==> src/rtl/assert_macros.svh <==
// Assertion helpers for the rate meter; clocked on clk, quiet during rst
`ifndef ASSERT_MACROS_SVH
`define ASSERT_MACROS_SVH

// same-cycle implication
`define FIRM_ASSERT_NOW(lbl, ante, cons, msg) \
  lbl: assert property (@(posedge clk) disable iff (rst) (ante) |-> (cons)) else $error(msg);

// next-cycle implication
`define FIRM_ASSERT_NEXT(lbl, ante, cons, msg) \
  lbl: assert property (@(posedge clk) disable iff (rst) (ante) |=> (cons)) else $error(msg);

`endif

==> src/rtl/firm_pkg.sv <==
`default_nettype none
package firm_pkg;

  // field widths
  localparam int TIME_W   = 48;
  localparam int WEIGHT_W = 16;
  localparam int COUNT_W  = 16;
  localparam int FRAME_W  = 32;
  localparam int RATE_W   = 48;
  localparam int PHASE_W  = 16;
  localparam int REG_IDX_W = 2;

  // rate numerator: TICK_HZ in Q.RATE_FRAC
  localparam longint unsigned TICK_HZ   = 64'd1000000;
  localparam int              RATE_FRAC = 16;
  localparam logic [63:0] RATE_NUM_WIDE = 64'(TICK_HZ) << RATE_FRAC;
  localparam logic [TIME_W-1:0] RATE_NUM = RATE_NUM_WIDE[TIME_W-1:0];

  // product of difference and weight, and its fractional shift
  localparam int PROD_W = RATE_W + WEIGHT_W;

  // shared divider
  localparam int DIV_W     = 48;
  localparam int DIV_CNT_W = $clog2(DIV_W);

  typedef logic [TIME_W-1:0] tick_t;

  typedef enum logic [REG_IDX_W-1:0] {
    REG_WEIGHT       = 2'd0,
    REG_PHASE_COUNT  = 2'd1,
    REG_PHASE_PERIOD = 2'd2,
    REG_PULSE_PERIOD = 2'd3
  } cfg_reg_t;

  typedef enum logic [3:0] {
    S_IDLE,
    S_RATE,
    S_DIFF,
    S_MUL,
    S_ADJ,
    S_PHASE_DIV,
    S_PHASE_MOD,
    S_PULSE_DIV,
    S_DONE
  } state_t;

  typedef struct packed {
    logic             start;
    logic [DIV_W-1:0] dividend;
    logic [DIV_W-1:0] divisor;
  } div_req_t;

  typedef struct packed {
    logic             busy;
    logic             done;
    logic [DIV_W-1:0] quotient;
    logic [DIV_W-1:0] remainder;
  } div_rsp_t;

endpackage
`default_nettype wire

==> src/rtl/firm_ifs.sv <==
`default_nettype none
// stamp channel: one beat per frame stamp or restart
interface firm_stamp_if;
  logic                    valid;
  logic                    ready;
  logic                    func;
  logic [firm_pkg::TIME_W-1:0] timestamp;

  modport source (output valid, func, timestamp, input ready);
  modport sink   (input valid, func, timestamp, output ready);
endinterface

// result channel: one beat per counted frame
interface firm_result_if;
  logic                         valid;
  logic                         ready;
  logic [firm_pkg::TIME_W-1:0]  delta_ticks;
  logic [firm_pkg::TIME_W-1:0]  elapsed_ticks;
  logic [firm_pkg::FRAME_W-1:0] frame_number;
  logic [firm_pkg::RATE_W-1:0]  rate_average;
  logic [firm_pkg::PHASE_W-1:0] phase_index;
  logic                         pulse_level;

  modport source (output valid, delta_ticks, elapsed_ticks, frame_number, rate_average,
                  phase_index, pulse_level, input ready);
  modport sink   (input valid, delta_ticks, elapsed_ticks, frame_number, rate_average,
                  phase_index, pulse_level, output ready);
endinterface
`default_nettype wire

==> src/rtl/firm_div.sv <==
`default_nettype none
// Restoring divider, one quotient bit per cycle
module firm_div (
  input  wire logic               clk,
  input  wire logic               rst,
  input  wire firm_pkg::div_req_t req,
  output firm_pkg::div_rsp_t      rsp
);
  import firm_pkg::*;

  logic                 busy;
  logic                 done;
  logic [DIV_CNT_W-1:0] count;
  logic [DIV_W-1:0]     quo;
  logic [DIV_W-1:0]     rem;
  logic [DIV_W-1:0]     divisor;

  logic [DIV_W:0]       partial;
  logic [DIV_W:0]       diff;
  logic                 fits;

  // trial subtract of the shifted remainder
  assign partial = {rem, quo[DIV_W-1]};
  assign diff    = partial - {1'b0, divisor};
  assign fits    = partial >= {1'b0, divisor};

  // control
  always_ff @(posedge clk) begin
    if (rst) begin
      busy  <= 1'b0;
      done  <= 1'b0;
      count <= '0;
    end else begin
      done <= 1'b0;
      if (req.start && !busy) begin
        busy  <= 1'b1;
        count <= '0;
      end else if (busy) begin
        count <= count + 1'b1;
        if (count == DIV_CNT_W'(DIV_W - 1)) begin
          busy <= 1'b0;
          done <= 1'b1;
        end
      end
    end
  end

  // datapath
  always_ff @(posedge clk) begin
    if (req.start && !busy) begin
      quo     <= req.dividend;
      rem     <= '0;
      divisor <= req.divisor;
    end else if (busy) begin
      quo <= {quo[DIV_W-2:0], fits};
      rem <= fits ? diff[DIV_W-1:0] : partial[DIV_W-1:0];
    end
  end

  assign rsp.busy      = busy;
  assign rsp.done      = done;
  assign rsp.quotient  = quo;
  assign rsp.remainder = rem;

endmodule
`default_nettype wire

==> src/rtl/frame_interval_rate_meter.sv <==
`default_nettype none
// Channel   Dir  Beat carries
// stamp     in   func (0 stamp, 1 restart), timestamp[47:0]
// result    out  delta, elapsed, frame number, rate average, phase index, pulse level
// wr_*      in   register write: index, data[47:0], no read-back
//
// A restart or the first stamp after one is taken while idle and gives no beat.
// A counted stamp runs up to four passes of the shared divider (rate, phase
// quotient, phase modulo, pulse) plus the smoothing steps; fewer when the
// interval, the phase count or a period is zero.
// stamp.ready is high only while the sequencer is idle; the result sits in an
// output register, so a stalled result only holds up the next stamp at its end.
// Synchronous reset clears control state and the meter's running state.
module frame_interval_rate_meter (
  input  wire logic                               clk,
  input  wire logic                               rst,
  input  wire logic                               wr_en,
  input  wire logic [firm_pkg::REG_IDX_W-1:0]     wr_index,
  input  wire logic [firm_pkg::TIME_W-1:0]        wr_data,
  firm_stamp_if.sink                              stamp,
  firm_result_if.source                           result
);
  import firm_pkg::*;
  `include "assert_macros.svh"

  // configuration
  logic [WEIGHT_W-1:0] smoothing_weight;
  logic [COUNT_W-1:0]  phase_count;
  tick_t               phase_period;
  tick_t               pulse_period;

  // meter state
  logic                running;
  tick_t               origin_time;
  tick_t               last_time;
  logic [FRAME_W-1:0]  frame_total;
  logic [RATE_W-1:0]   rate_smoothed;

  // working registers
  state_t              state, state_next;
  logic                issued, issued_next;
  tick_t               delta;
  tick_t               elapsed;
  logic [RATE_W-1:0]   rate_inst;
  logic [RATE_W-1:0]   diff;
  logic                up;
  logic [RATE_W-1:0]   step;
  logic [DIV_W-1:0]    phase_quot;
  logic [PHASE_W-1:0]  phase;
  logic                pulse;
  logic                out_valid;
  logic                load_out;

  div_req_t            div_req;
  div_rsp_t            div_rsp;

  logic                phase_on, pulse_on;
  state_t              after_rate, after_phase;
  logic                stamp_take;
  logic [PROD_W-1:0]   prod;

  firm_div u_div (
    .clk (clk),
    .rst (rst),
    .req (div_req),
    .rsp (div_rsp)
  );

  // register writes
  always_ff @(posedge clk) begin
    if (rst) begin
      smoothing_weight <= WEIGHT_W'(6554);
      phase_count      <= '0;
      phase_period     <= '0;
      pulse_period     <= '0;
    end else if (wr_en) begin
      unique case (cfg_reg_t'(wr_index))
        REG_WEIGHT:       smoothing_weight <= wr_data[WEIGHT_W-1:0];
        REG_PHASE_COUNT:  phase_count      <= wr_data[COUNT_W-1:0];
        REG_PHASE_PERIOD: phase_period     <= wr_data;
        REG_PULSE_PERIOD: pulse_period     <= wr_data;
        default: ;
      endcase
    end
  end

  // which optional passes run
  assign phase_on    = (phase_count != '0) && (phase_period != '0);
  assign pulse_on    = (pulse_period != '0);
  assign after_phase = pulse_on ? S_PULSE_DIV : S_DONE;
  assign after_rate  = phase_on ? S_PHASE_DIV : after_phase;

  assign stamp_take  = stamp.valid && stamp.ready;

  // sequencer state
  always_ff @(posedge clk) begin
    if (rst) begin
      state  <= S_IDLE;
      issued <= 1'b0;
    end else begin
      state  <= state_next;
      issued <= issued_next;
    end
  end

  // next state and divider requests
  always_comb begin
    state_next  = state;
    issued_next = issued;
    div_req     = '0;
    stamp.ready = 1'b0;
    load_out    = 1'b0;
    unique case (state)
      S_IDLE: begin
        stamp.ready = 1'b1;
        if (stamp.valid && !stamp.func && running) begin
          state_next = S_RATE;
        end
      end
      S_RATE: begin
        div_req.dividend = RATE_NUM;
        div_req.divisor  = delta;
        if (delta == '0) begin
          state_next = after_rate;
        end else if (!issued) begin
          div_req.start = 1'b1;
          issued_next   = 1'b1;
        end else if (div_rsp.done) begin
          issued_next = 1'b0;
          state_next  = S_DIFF;
        end
      end
      S_DIFF: begin
        state_next = (rate_smoothed == '0) ? after_rate : S_MUL;
      end
      S_MUL: begin
        state_next = S_ADJ;
      end
      S_ADJ: begin
        state_next = after_rate;
      end
      S_PHASE_DIV: begin
        div_req.dividend = elapsed;
        div_req.divisor  = phase_period;
        if (!issued) begin
          div_req.start = 1'b1;
          issued_next   = 1'b1;
        end else if (div_rsp.done) begin
          issued_next = 1'b0;
          state_next  = S_PHASE_MOD;
        end
      end
      S_PHASE_MOD: begin
        div_req.dividend = phase_quot;
        div_req.divisor  = DIV_W'(phase_count);
        if (!issued) begin
          div_req.start = 1'b1;
          issued_next   = 1'b1;
        end else if (div_rsp.done) begin
          issued_next = 1'b0;
          state_next  = after_phase;
        end
      end
      S_PULSE_DIV: begin
        div_req.dividend = elapsed;
        div_req.divisor  = pulse_period;
        if (!issued) begin
          div_req.start = 1'b1;
          issued_next   = 1'b1;
        end else if (div_rsp.done) begin
          issued_next = 1'b0;
          state_next  = S_DONE;
        end
      end
      S_DONE: begin
        if (!out_valid || result.ready) begin
          load_out   = 1'b1;
          state_next = S_IDLE;
        end
      end
      default: begin
        state_next  = S_IDLE;
        issued_next = 1'b0;
      end
    endcase
  end

  // meter state: restart, origin capture, frame advance, smoothing
  always_ff @(posedge clk) begin
    if (rst) begin
      running       <= 1'b0;
      origin_time   <= '0;
      last_time     <= '0;
      frame_total   <= '0;
      rate_smoothed <= '0;
    end else begin
      if (stamp_take) begin
        if (stamp.func) begin
          running       <= 1'b0;
          frame_total   <= '0;
          rate_smoothed <= '0;
        end else if (!running) begin
          running     <= 1'b1;
          origin_time <= stamp.timestamp;
          last_time   <= stamp.timestamp;
        end else begin
          last_time   <= stamp.timestamp;
          frame_total <= frame_total + 1'b1;
        end
      end
      if (state == S_DIFF && rate_smoothed == '0) begin
        rate_smoothed <= rate_inst;
      end
      if (state == S_ADJ) begin
        rate_smoothed <= up ? rate_smoothed + step : rate_smoothed - step;
      end
    end
  end

  // weighted step, truncated toward the old average
  assign prod = PROD_W'(diff) * PROD_W'(smoothing_weight);

  // working datapath
  always_ff @(posedge clk) begin
    if (stamp_take && !stamp.func && running) begin
      delta   <= stamp.timestamp - last_time;
      elapsed <= stamp.timestamp - origin_time;
      phase   <= '0;
      pulse   <= 1'b0;
    end
    if (state == S_RATE && div_rsp.done) begin
      rate_inst <= div_rsp.quotient;
    end
    if (state == S_DIFF) begin
      up   <= rate_inst >= rate_smoothed;
      diff <= (rate_inst >= rate_smoothed) ? rate_inst - rate_smoothed
                                           : rate_smoothed - rate_inst;
    end
    if (state == S_MUL) begin
      step <= prod[PROD_W-1:WEIGHT_W];
    end
    if (state == S_PHASE_DIV && div_rsp.done) begin
      phase_quot <= div_rsp.quotient;
    end
    if (state == S_PHASE_MOD && div_rsp.done) begin
      phase <= div_rsp.remainder[PHASE_W-1:0];
    end
    if (state == S_PULSE_DIV && div_rsp.done) begin
      pulse <= ~div_rsp.quotient[0];
    end
  end

  // output register
  always_ff @(posedge clk) begin
    if (rst) begin
      out_valid <= 1'b0;
    end else if (load_out) begin
      out_valid <= 1'b1;
    end else if (result.ready) begin
      out_valid <= 1'b0;
    end
  end

  always_ff @(posedge clk) begin
    if (load_out) begin
      result.delta_ticks   <= delta;
      result.elapsed_ticks <= elapsed;
      result.frame_number  <= frame_total;
      result.rate_average  <= rate_smoothed;
      result.phase_index   <= phase;
      result.pulse_level   <= pulse;
    end
  end

  assign result.valid = out_valid;

  // checks
  `FIRM_ASSERT_NOW(a_idle_div_quiet, state == S_IDLE, !div_rsp.busy, "divider busy while idle")
  `FIRM_ASSERT_NOW(a_start_when_free, div_req.start, !div_rsp.busy, "divider restarted mid-run")
  `FIRM_ASSERT_NEXT(a_hold_when_full, state == S_DONE && out_valid && !result.ready,
    state == S_DONE, "result loaded over a waiting beat")

endmodule
`default_nettype wire

==> src/flat_wrapper.sv <==
// flat-port wrapper written by rule: the top's interface ports become plain ports
module frame_interval_rate_meter_flat import firm_pkg::*;
  (clk, rst, wr_en, wr_index, wr_data, stamp_valid, stamp_func, stamp_timestamp, stamp_ready, result_valid, result_delta_ticks, result_elapsed_ticks, result_frame_number, result_rate_average, result_phase_index, result_pulse_level, result_ready);
  firm_stamp_if stamp_i ();
  firm_result_if result_i ();
  input  wire logic clk;
  input  wire logic rst;
  input  wire logic wr_en;
  input  wire logic [firm_pkg::REG_IDX_W-1:0] wr_index;
  input  wire logic [firm_pkg::TIME_W-1:0] wr_data;
  input wire logic [$bits(stamp_i.valid)-1:0] stamp_valid;
  input wire logic [$bits(stamp_i.func)-1:0] stamp_func;
  input wire logic [$bits(stamp_i.timestamp)-1:0] stamp_timestamp;
  output wire logic [$bits(stamp_i.ready)-1:0] stamp_ready;
  output wire logic [$bits(result_i.valid)-1:0] result_valid;
  output wire logic [$bits(result_i.delta_ticks)-1:0] result_delta_ticks;
  output wire logic [$bits(result_i.elapsed_ticks)-1:0] result_elapsed_ticks;
  output wire logic [$bits(result_i.frame_number)-1:0] result_frame_number;
  output wire logic [$bits(result_i.rate_average)-1:0] result_rate_average;
  output wire logic [$bits(result_i.phase_index)-1:0] result_phase_index;
  output wire logic [$bits(result_i.pulse_level)-1:0] result_pulse_level;
  input wire logic [$bits(result_i.ready)-1:0] result_ready;
  assign stamp_i.valid = stamp_valid;
  assign stamp_i.func = stamp_func;
  assign stamp_i.timestamp = stamp_timestamp;
  assign stamp_ready = stamp_i.ready;
  assign result_valid = result_i.valid;
  assign result_delta_ticks = result_i.delta_ticks;
  assign result_elapsed_ticks = result_i.elapsed_ticks;
  assign result_frame_number = result_i.frame_number;
  assign result_rate_average = result_i.rate_average;
  assign result_phase_index = result_i.phase_index;
  assign result_pulse_level = result_i.pulse_level;
  assign result_i.ready = result_ready;
  frame_interval_rate_meter u_core (.clk(clk), .rst(rst), .wr_en(wr_en), .wr_index(wr_index), .wr_data(wr_data), .stamp(stamp_i), .result(result_i));
endmodule
==> config.mk <==
export PLATFORM = sky130hd
export DESIGN_NAME = frame_interval_rate_meter_flat
export DESIGN_NICKNAME = d
export VERILOG_FILES = /design/src/rtl/firm_pkg.sv /design/src/rtl/firm_ifs.sv /design/src/rtl/firm_div.sv /design/src/rtl/frame_interval_rate_meter.sv /design/src/flat_wrapper.sv
export VERILOG_INCLUDE_DIRS = /design/src /design/src/rtl
export SDC_FILE = /design/constraint.sdc
export NUM_CORES = 2
export LEC_CHECK = 0
export BUFFER_PORTS_ARGS = -buffer_cell sky130_fd_sc_hd__buf_2
export CELL_PAD_IN_SITES_DETAIL_PLACEMENT = 0
export CELL_PAD_IN_SITES_GLOBAL_PLACEMENT = 1
export CORE_ASPECT_RATIO = 0.5
export CORE_UTILIZATION = 45
export CTS_CLUSTER_DIAMETER = 30
export DETAILED_ROUTE_END_ITERATION = 10
export GPL_ROUTABILITY_DRIVEN = 0
export PLACE_DENSITY_LB_ADDON = 0.1
export SETUP_SLACK_MARGIN = 0.3
export SYNTH_ARGS = -nofsm -noshare
export SYNTH_HDL_FRONTEND = slang
export SYNTH_SLANG_ARGS = --single-unit
==> constraint.sdc <==
create_clock -name clk -period 10.7 [get_ports clk]
set_clock_uncertainty 0.2 [all_clocks]
set_input_delay 1.07 -clock clk [delete_from_list [all_inputs] [get_ports clk]]
set_output_delay 1.07 -clock clk [all_outputs]
set_load 0.02 [all_outputs]
==> run_results.csv <==
group,metric,value,unit
outcome,status,"completed",
clock_tree,clock_latency,0.82,ns
yosys,async_reset_ff_share,0,%
cells_and_area,syn_to_final_growth,12.2,%
clock_tree,ctsHoldBuffers,0,
timing,max_freq,119,MHz
yosys,syn_avg_cell_area,9.29,um2
global_route,grt_pass1_vias,57529,
cells_and_area,layout.nets,9323,
yosys,syn-num-nets,9166,
setup_path,cp-end-kind,"flip-flop",
global_route,antenna_found_initial,25,
yosys,yosysUniqueCellTypes,83,
cells_and_area,drive_above_1_share,9.03,%
clock_tree,ctsResizeCount,0,
setup_path,max_stage_delay,0.69,ns
floorplan,core_area,0.162,mm2
setup_path,path_buf_inv,7,
yosys,synth.top_cells.by_area,"edfxtp_1 24%, fa_1 17%, dfxtp_1 9.9%",
floorplan,die_area,0.167,mm2
setup_path,crit_slowest_cell,"dfxtp_2",
routing,drt-initial-drc-count,5076,
clock_tree,path_clk_slew,0.06,ns
setup_path,path_delay_family,"adder cells",
place,hpwl,188,mm
routing,ant_nets,0,
floorplan,row_count,104,
floorplan,num_io_pins,299,
global_route,grt.total_usage,29.3,%
flow_run,max_cap_viol_count,0,
timing,worst_slew_pin_slew,1.24,ns
setup_path,critPathMaxFanout,20,
place,port_buffers,298,
yosys,ys_top_cells_by_count,"1255 x nand2_1, 1015 x inv_1, 656 x a21oi_1, 647 x fa_1, 595 x edfxtp_1",
clock_tree,cts_root_buf,"clkbuf_16",
clock_tree,cts.sinks,962,
timing,post-route-min-period,8.37,ns
floorplan,dieHeight,289,um
timing,timing.final.crit_share,78.2,%
yosys,yosysMostFrequentCell,"nand2_1",
yosys,yosysWarnings,0,
timing,drv_slew,0,
yosys,synthFlopType,"edfxtp_1",
timing,rsz0062_at_grt,"no",
clock_tree,clock_path_buffers,4,
yosys,synth_edf_count,595,
timing,slew_headroom,17.0,%
timing,hold_violations,0,
clock_tree,post_cts_buffers,0,
yosys,synth_seq_cells,962,
global_route,grt_pass1_wl,370,mm
timing,finalSetupTns,0,ns
routing,drc,0,
setup_path,cpMostUsedCell,"fa_1",
setup_path,crit_arrival,8.65,ns
floorplan,die_w,577,um
clock_tree,cts_buffers,164,
timing,finalSetupViolations,0,
setup_path,r2r_cells,26,
setup_path,cp.required,10.98,ns
routing,totalWireLength,245,mm
worst_hold_path,hold_class,"flip-flop to flip-flop",
setup_path,cp.depth,26,
yosys,syn_area,0.0743,mm2
yosys,synthDominantCellAreaShare,24.0,%
global_route,grt_max_degree,92,
yosys,synth_top_area_cell,"edfxtp_1",
routing,wl_per_cell,23.4,um
setup_path,criticalPathCategory,"flip-flop to flip-flop",
routing,drt_pass1_iterations,8,
yosys,synth_seq_area_share,33.9,%
routing,vias,58654,
clock_tree,cts_tree,"done",
yosys,syn_inst,7995,
worst_hold_path,whs_path_depth,0,
floorplan,initial_utilization,45.7,%
setup_path,setup.worst_path.start_class,"flip-flop",
clock_tree,cts-htree-levels,4,
routing,routed_via_density,5.61,
global_route,grt.overflow.total,0,
routing by layer:
| layer | vias to the layer above | GRT usage (%) | routed length [um] |
|---|---|---|---|
| met5 | - | 0 | 128 |
| met4 | 20 | 9.05 | 8110 |
| met3 | 389 | 4.81 | 16100 |
| met2 | 1939 | 46.8 | 111000 |
| met1 | 29044 | 41.0 | 110000 |
| li1 | 27262 | - | - |
metrics by stage:
step	hold WS [ns]	setup WS, ns	utilization, %	std cells	cell area, um2
after CTS	0.221	2.35	51.3	10453	83300
final	0.221	2.33	51.3	10464	83400
after global placement	0.203	2.44	47.9	10159	77800
after detailed placement	0.205	2.40	47.9	10159	77800
after global routing	0.232	2.08	51.3	10455	83300
after floorplan	0.200	3.81	-	7995	74300
area by class of cell:
| cell class | instances | area [um2] |
|---|---|---|
| diodes | 11 | 27.5 |
| clock buffers | 187 | 4330 |
| clock inverters | 107 | 1230 |
| fillers | 15451 | 79000 |
| inverters | 1016 | 3820 |
| multi-input cells | 5621 | 43800 |
| flip-flops and latches | 962 | 25200 |
| well taps | 2173 | 2720 |
| repair buffers | 387 | 2170 |
path summary, 6_finish.rpt:
path	startpoint	to	slack, ns
worst max-delay path	u_core.smoothing_weight[2]$_SDFFE_PP0P_	u_core.step[41]$_DFFE_PP_	2.33
worst max register to register	u_core.smoothing_weight[2]$_SDFFE_PP0P_	u_core.step[41]$_DFFE_PP_	2.33
worst min register to register	u_core.phase[4]$_SDFFCE_PN0P_	u_core.result.phase_index[4]$_DFFE_PP_	0.22
worst min-delay path	u_core.phase[4]$_SDFFCE_PN0P_	u_core.result.phase_index[4]$_DFFE_PP_	0.22
layout by cell type, fill, tap and decap left out, drive strengths merged, types with 77 or more instances in the layout:
master,count
o21ai,290
a21o,204
inv,1063
and2,268
clkbuf,187
dfxtp,367
fa,647
buf,387
nand4,77
nor2,377
a21oi,656
nand2,1257
edfxtp,595
nor4,78
nand3,78
xnor2,183
ha,420
a22oi,89
xor2,123
kinds of logic (layout without fill, tap and decap cells):
| kind of cell | Yosys count | count (layout) | share of synthesized area (%) |
|---|---|---|---|
| adders and majority gates | 1067 | 1067 | 24.5 |
| AOI/OAI and AO/OA | 1688 | 1688 | 14.2 |
| other | 0 | 11 | 0 |
| xor gates and xnor gates | 306 | 306 | 3.61 |
| and+or+nand+nor | 2459 | 2459 | 15.1 |
| DFF | 962 | 962 | 33.9 |
| buffers and inverters | 1412 | 1697 | 7.20 |
| muxes | 101 | 101 | 1.41 |
state kept, by name, indices dropped and copies added (netlist names), 32 cells and up:
signal,count
u_core.pulse_period,48
u_core.rate_inst,48
u_core.result.elapsed_ticks,48
u_core.delta,48
u_core.frame_total,32
u_core.u_div.rem,48
u_core.u_div.divisor,48
u_core.diff,48
u_core.origin_time,48
u_core.result.frame_number,32
u_core.phase_quot,48
u_core.result.rate_average,48
u_core.rate_smoothed,48
u_core.phase_period,48
u_core.elapsed,48
u_core.last_time,48
u_core.step,48
u_core.result.delta_ticks,48
u_core.u_div.quo,48
worst register-to-register path: stages (launching register included):
cell and delay, ns:
dfxtp_2 0.69, buf_4 0.41, buf_4 0.31, nand2_1 0.10, fa_1 0.55, inv_1 0.06
fa_1 0.53, inv_1 0.05, fa_1 0.50, inv_1 0.05, fa_1 0.51, fa_1 0.51
inv_1 0.06, fa_1 0.48, inv_1 0.05, ha_1 0.40, nand3_1 0.10, nor3_1 0.55
and4_1 0.45, and2_1 0.17, nand3_1 0.11, and2_1 0.27, o211a_1 0.29, o21ai_0 0.28
a21oi_1 0.16, o21bai_1 0.19, xor2_1 0.08
Power is not shown: default switching activity piles up to over one toggle a cycle in this logic, so the estimate is an artifact.
